[src/hdl/stereo_odd_poly_shaper_dither_defines.svh]
// assertion macros for the checks in the shaper
`ifndef STEREO_ODD_POLY_SHAPER_DITHER_DEFINES_SVH
`define STEREO_ODD_POLY_SHAPER_DITHER_DEFINES_SVH

// same-cycle implication, checked out of reset
`define SOPSD_ASSERT_IMP(label, ante, cons, msg) \
  label: assert property (@(posedge clk) disable iff (rst) (ante) |-> (cons)) else $error(msg);

// next-cycle implication, checked out of reset
`define SOPSD_ASSERT_NXT(label, ante, cons, msg) \
  label: assert property (@(posedge clk) disable iff (rst) (ante) |=> (cons)) else $error(msg);

`endif

[src/hdl/sopsd_pkg.sv]
`timescale 1ns / 1ps
package sopsd_pkg;

  // operations of the shared binary64 unit
  typedef enum logic {
    FOP_MUL,
    FOP_ADD
  } fop_t;

  // request to the shared unit
  typedef struct packed {
    logic start;
    fop_t op;
  } fpu_req_t;

  // configuration register indexes
  localparam logic REG_LEFT_SEED  = 1'b0;
  localparam logic REG_RIGHT_SEED = 1'b1;

  // reset values of the noise words
  localparam logic [31:0] LEFT_SEED_RESET  = 32'd2463534242;
  localparam logic [31:0] RIGHT_SEED_RESET = 32'd88675123;

  // binary64 constants: 1.18e-17 and 5.5e-36
  localparam logic [63:0] C_NOISE  = {1'b0, 11'd966, 52'd3155038238968375};
  localparam logic [63:0] C_DITHER = {1'b0, 11'd905, 52'd3727577594077149};

  // binary32 magnitude pattern of the smallest value not below 1.18e-23
  localparam logic [30:0] F32_THRESHOLD = 31'd426000070;

  localparam logic [32:0] DITHER_CENTER = 33'd2147483647;

  // leading zero count of a 64-bit word (63 for zero)
  function automatic logic [5:0] lzc64(input logic [63:0] v);
    logic [5:0] pos;
    pos = 6'd0;
    for (int i = 0; i < 64; i++) begin
      if (v[i]) pos = 6'(i);
    end
    return 6'd63 - pos;
  endfunction

endpackage

[src/hdl/sopsd_fpu.sv]
`timescale 1ns / 1ps
module sopsd_fpu (
  input  logic                clk,
  input  logic                rst,
  input  sopsd_pkg::fpu_req_t req,
  input  logic [63:0]         a,
  input  logic [63:0]         b,
  output logic                done,
  output logic [63:0]         result
);
  import sopsd_pkg::*;

  typedef enum logic [2:0] {
    F_IDLE,
    F_MUL,
    F_MNORM,
    F_ALIGN,
    F_NORM,
    F_ROUND
  } fstate_t;

  fstate_t            state;
  logic [63:0]        opa;
  logic [63:0]        opb;
  logic [1:0]         cnt;
  logic [105:0]       prod;
  logic [64:0]        sum;
  logic               rsign;
  logic signed [12:0] rexp;
  logic [52:0]        rman;
  logic               rg;
  logic               rs;

  // operand fields
  logic [10:0] ea, eb;
  logic [52:0] ma, mb;
  assign ea = opa[62:52];
  assign eb = opb[62:52];
  assign ma = {1'b1, opa[51:0]};
  assign mb = {1'b1, opb[51:0]};

  // partial product of the current step
  logic [26:0] pa, pb;
  logic [53:0] pp;
  logic [105:0] pp_shifted;
  always_comb begin
    pa = cnt[1] ? {1'b0, ma[52:27]} : ma[26:0];
    pb = cnt[0] ? {1'b0, mb[52:27]} : mb[26:0];
    pp = pa * pb;
    unique case (cnt)
      2'd0:    pp_shifted = {52'd0, pp};
      2'd3:    pp_shifted = {pp[51:0], 54'd0};
      default: pp_shifted = {25'd0, pp, 27'd0};
    endcase
  end

  // alignment for addition
  logic        a_big;
  logic [10:0] ebig, dexp;
  logic [63:0] big_m, small_m, small_sh, small_mask;
  logic        stk;
  logic        sub;
  always_comb begin
    a_big      = opa[62:0] >= opb[62:0];
    ebig       = a_big ? ea : eb;
    dexp       = a_big ? (ea - eb) : (eb - ea);
    big_m      = a_big ? {ma, 11'd0} : {mb, 11'd0};
    small_m    = a_big ? {mb, 11'd0} : {ma, 11'd0};
    sub        = opa[63] ^ opb[63];
    small_mask = ~(64'hFFFF_FFFF_FFFF_FFFF << dexp[5:0]);
    if (dexp > 11'd63) begin
      small_sh = 64'd0;
      stk      = 1'b1;
    end else begin
      small_sh   = small_m >> dexp[5:0];
      stk        = |(small_m & small_mask);
    end
    small_sh[0] = small_sh[0] | stk;
  end

  // normalization after addition
  logic [5:0]  lz;
  logic [63:0] nsum;
  always_comb begin
    lz   = lzc64(sum[63:0]);
    nsum = sum[63:0] << lz;
  end

  // round to nearest even
  logic [53:0]        rnd;
  logic signed [12:0] fexp;
  always_comb begin
    rnd  = {1'b0, rman} + {53'd0, (rg & (rs | rman[0]))};
    fexp = rnd[53] ? (rexp + 13'sd1) : rexp;
  end

  // completion flag for the next cycle
  logic special;
  logic done_next;
  always_comb begin
    special   = (a[62:52] == 11'h7FF) || (b[62:52] == 11'h7FF) ||
                (a[62:52] == 11'd0) || (b[62:52] == 11'd0);
    done_next = ((state == F_IDLE) && req.start && special) ||
                ((state == F_NORM) && (sum == 65'd0)) || (state == F_ROUND);
  end

  always_ff @(posedge clk) begin
    if (rst) begin
      state <= F_IDLE;
      done  <= 1'b0;
    end else begin
      done <= done_next;
      unique case (state)
        F_IDLE: begin
          if (req.start) begin
            opa <= a;
            opb <= b;
            cnt <= 2'd0;
            prod <= 106'd0;
            if (req.op == FOP_MUL) begin
              if (a[62:52] == 11'h7FF || b[62:52] == 11'h7FF) begin
                result <= {a[63] ^ b[63], 11'h7FF, 52'd0};
              end else if (a[62:52] == 11'd0 || b[62:52] == 11'd0) begin
                result <= {a[63] ^ b[63], 63'd0};
              end else begin
                state <= F_MUL;
              end
            end else begin
              if (a[62:52] == 11'h7FF || b[62:52] == 11'd0) begin
                result <= a;
              end else if (b[62:52] == 11'h7FF || a[62:52] == 11'd0) begin
                result <= b;
              end else begin
                state <= F_ALIGN;
              end
            end
          end
        end
        // four partial products into the accumulator
        F_MUL: begin
          prod <= prod + pp_shifted;
          cnt  <= cnt + 2'd1;
          if (cnt == 2'd3) state <= F_MNORM;
        end
        F_MNORM: begin
          rsign <= opa[63] ^ opb[63];
          if (prod[105]) begin
            rman <= prod[105:53];
            rg   <= prod[52];
            rs   <= |prod[51:0];
            rexp <= $signed({2'b00, ea}) + $signed({2'b00, eb}) - 13'sd1022;
          end else begin
            rman <= prod[104:52];
            rg   <= prod[51];
            rs   <= |prod[50:0];
            rexp <= $signed({2'b00, ea}) + $signed({2'b00, eb}) - 13'sd1023;
          end
          state <= F_ROUND;
        end
        F_ALIGN: begin
          sum   <= sub ? ({1'b0, big_m} - {1'b0, small_sh})
                       : ({1'b0, big_m} + {1'b0, small_sh});
          rsign <= a_big ? opa[63] : opb[63];
          rexp  <= $signed({2'b00, ebig});
          state <= F_NORM;
        end
        F_NORM: begin
          if (sum == 65'd0) begin
            result <= 64'd0;
            state  <= F_IDLE;
          end else if (sum[64]) begin
            rman  <= sum[64:12];
            rg    <= sum[11];
            rs    <= |sum[10:0];
            rexp  <= rexp + 13'sd1;
            state <= F_ROUND;
          end else begin
            rman  <= nsum[63:11];
            rg    <= nsum[10];
            rs    <= |nsum[9:0];
            rexp  <= rexp - $signed({7'd0, lz});
            state <= F_ROUND;
          end
        end
        F_ROUND: begin
          if (fexp >= 13'sd2047) begin
            result <= {rsign, 11'h7FF, 52'd0};
          end else if (fexp <= 13'sd0) begin
            result <= {rsign, 63'd0};
          end else if (rnd[53]) begin
            result <= {rsign, fexp[10:0], 52'd0};
          end else begin
            result <= {rsign, fexp[10:0], rnd[51:0]};
          end
          state <= F_IDLE;
        end
        default: state <= F_IDLE;
      endcase
    end
  end

endmodule

[config.mk]
export PLATFORM = sky130hd
export DESIGN_NAME = sopsd_fpu
export DESIGN_NICKNAME = d
export VERILOG_FILES = /design/src/hdl/stereo_odd_poly_shaper_dither_defines.svh /design/src/hdl/sopsd_pkg.sv /design/src/hdl/sopsd_fpu.sv
export SDC_FILE = /design/constraint.sdc
export NUM_CORES = 2
export LEC_CHECK = 0
export BUFFER_PORTS_ARGS = -buffer_cell sky130_fd_sc_hd__buf_2
export CAP_MARGIN = 40
export CORE_ASPECT_RATIO = 0.7
export CORE_MARGIN = 2
export CORE_UTILIZATION = 40
export CTS_CLUSTER_DIAMETER = 80
export DETAILED_ROUTE_END_ITERATION = 12
export HOLD_SLACK_MARGIN = 0.08
export PLACE_DENSITY_LB_ADDON = 0.2
export SLEW_MARGIN = 0
export SYNTH_ARGS = -nofsm -noshare
export SYNTH_HDL_FRONTEND = slang
export SYNTH_SLANG_ARGS = --single-unit
[constraint.sdc]
create_clock -name clk -period 17.5 [get_ports clk]
set_clock_uncertainty 0.2 [all_clocks]
set_input_delay 0.875 -clock clk [delete_from_list [all_inputs] [get_ports clk]]
set_output_delay 0.875 -clock clk [all_outputs]
set_load 0.02 [all_outputs]
==> results.cfg <==
[route]
final_antenna_net_count = 0
drt_iter0_markers = 11450
drtPass1Iterations = 9
routedWlPerCell_um = 33.34
drc_errors = 0
num_vias = 67930
drt-total-wl_um = 356000
via_per_inst = 6.363

[timing]
period_share_pct = 85.66
setup_viol = 0
hold_slack_ns = 0.1809
fin_crit_ns = 14.99
fmax_mhz = 66.71
worst-slew-pin-transition_ns = 1.076
fin_tns_setup_ns = 0
slew_headroom_pct = 27.48
rsz0062_at_grt = false
hold_viol = 0
finalMaxSlewViolations = 0

[synthesis]
synth.largest_area_cell = edfxtp_1
synthArstFlopShare_pct = 0
synth_seq_area_share_pct = 18.61
synth_seq_cells = 438
syn_area_um2 = 70450
synth_cells = 8284
syn_area_per_cell_um2 = 8.505
ys_top_cells_by_area = edfxtp_1 (18%), fa_1 (18%), ha_1 (8.0%), nand2_1 (5.8%), mux2i_1 (5.3%)
synth_edf_count = 434
synth_cell_types = 121
ys.flop_type = edfxtp_1
synth_fp_nets = 9494
synth_top_area_share_pct = 18.50
ys_warn_count = 0

[cells_and_area]
area_growth_pct = 8.425
fin_nets = 9489
fillers = 17360
multi_input_area_um2 = 52150
area.sequential_um2 = 13110
stdcell_area_um2 = 76390
drive_above_1_share_pct = 10.19

[global_route]
grt_overflow_total = 0
grt_start_max_net_pins = 104
grt_use_total_pct = 38.60
antenna_found_initial = 21
grt_pass1_vias = 63460
grt_pass1_wl_um = 496200

[cts]
cts_resized = 0
clk_pin_slew_ns = 0.06
cts_buffer_depth = 3
cts_hold_buf = 0
cts_inserted_buffers = 56
cts_tree = done
htreeDepth = 2
clk_latency_ns = 0.70
cts_setup_buffers = 0
clockRootBuffer = clkbuf_16
clock-sinks = 438

[worst_setup_path]
required_ns = 17.72
arrival_ns = 15.21
crit_path_end_kind = flop
crit_family = compound AO/OA/AOI/OAI gates
critical_path_buf_inv_count = 4
cpMaxStageDelayCell = o31ai_1
criticalPathCategory = flop to flop
cp-start-kind = flop
crit_top_cell = o21bai_1
crit_path_max_incr_delay_ns = 0.79
cp_max_fo = 34

[placed_design]
dp_hpwl_um = 281600
numPortBuffers = 196
place_area_um2 = 74310
place.gp.congestion = 1.086

[die]
die-area_um2 = 179600
fp.dieH_um = 355.1
rows = 128
ios = 197
die_w_um = 505.6
initial_core_util_pct = 40.40
core_um2 = 174400

[flow_run]
drv_cap = 0

[outcome]
status = complete, no violations

[hold_path]
min_path_type = primary input to flop
final timing paths:
kind	slack (ns)	start	endpoint	cells past startpoint
setup / recovery	2.51	cnt[1]	prod[105]	52
hold / removal	0.18	a[46]	opa[46]	1
setup reg to reg	2.51	cnt[1]	prod[105]	52
hold reg to reg	0.37	rsign	result[63]	1
kinds of logic after synthesis:
logic type | after synthesis | synth area share [%]
buffers and inverters | 1392 | 7.846
AO/OA/AOI/OAI | 1843 | 17.32
XOR/XNOR | 334 | 4.152
adder cells (fa/ha/maj) | 1078 | 25.85
AND/OR/NAND/NOR | 2665 | 17.28
flip-flops | 438 | 18.61
multiplexers | 534 | 8.942
per-layer routing:
layer,wire length (um),track usage (%),vias to the layer above
met4,15100,13.38,12
li1,-,-,28870
met1,156800,57.81,33690
met2,129500,48.16,4713
met3,54530,16.31,652
met5,76,0,-
cell usage after synthesis (all sizes together) (19+ instances only):
| cell type | n |
|---|---|
| and2 | 128 |
| buf | 150 |
| inv | 884 |
| xor2 | 137 |
| a21o | 133 |
| and3 | 72 |
| nor3 | 143 |
| o31ai | 38 |
| nand2 | 1096 |
| nor4 | 67 |
| mux2i | 374 |
| fa | 629 |
| a2111oi | 39 |
| or2 | 32 |
| ha | 449 |
| mux2 | 93 |
| nand4 | 61 |
| a21oi | 490 |
| o21a | 33 |
| o21bai | 50 |
| o221ai | 25 |
| nand3 | 172 |
| or3 | 38 |
| mux4 | 67 |
| edfxtp | 434 |
| a22o | 49 |
| a211o | 21 |
| nor2b | 97 |
| o211ai | 47 |
| nor2 | 636 |
| clkbuf | 354 |
| a31oi | 67 |
| xnor2 | 197 |
| nand2b | 59 |
| a221oi | 49 |
| a22oi | 19 |
| o2111ai | 20 |
| a211oi | 128 |
| o22ai | 84 |
| a21boi | 27 |
| o21ai | 379 |
placed cells by master (no fill, tap or decap), types with 138 or more instances in the layout:
cell type  count
nor3_1       138
mux2i_1      373
edfxtp_1     434
o21ai_0      345
inv_1        879
nand2_1     1090
buf_4        211
nor2_1       625
a21oi_1      487
fa_1         627
nand3_1      172
xnor2_1      196
ha_1         447
buf_2        218
worst reg2reg max path: cells and delay by family (launching register included):
family | cells | cell delay (ns)
compound gates | 30 | 7.61
fa+ha+maj | 9 | 3.44
simple gates | 7 | 1.29
flops | 1 | 0.74
buf+inv | 4 | 0.69
mux | 1 | 0.66
xor+xnor | 1 | 0.11
state kept, by name (all words and copies together), names as in the netlist:
signal / flops
rman: 53
result: 64
cnt: 2
state: 3
rs: 1
done: 1
opb: 64
opa: 64
rsign: 1
sum: 65
prod: 106
rg: 1
rexp: 13
metrics by stage:
stage	worst slack (ns)	cells	util [%]
2_1_floorplan	4.544	8284	-
3_3_place_gp	2.996	10500	42.39
3_5_place_dp	2.894	10550	42.61
4_1_cts	2.844	10660	43.75
5_1_grt	1.448	10670	43.78
6_report	2.509	10680	43.80
layout make-up:
cell class	instances	share of cell area (%)
multi-input combinational	6454	68.26
sequential	438	17.17
inverter	888	4.363
tap	2340	3.833
timing repair buffer	441	3.728
clock buffer	60	1.854
clock inverter	43	0.7485
antenna	13	0.04259
Power is left out: the tool's default activity adds up to more than one toggle a clock period on the data nets, which glitch-free logic cannot reach.
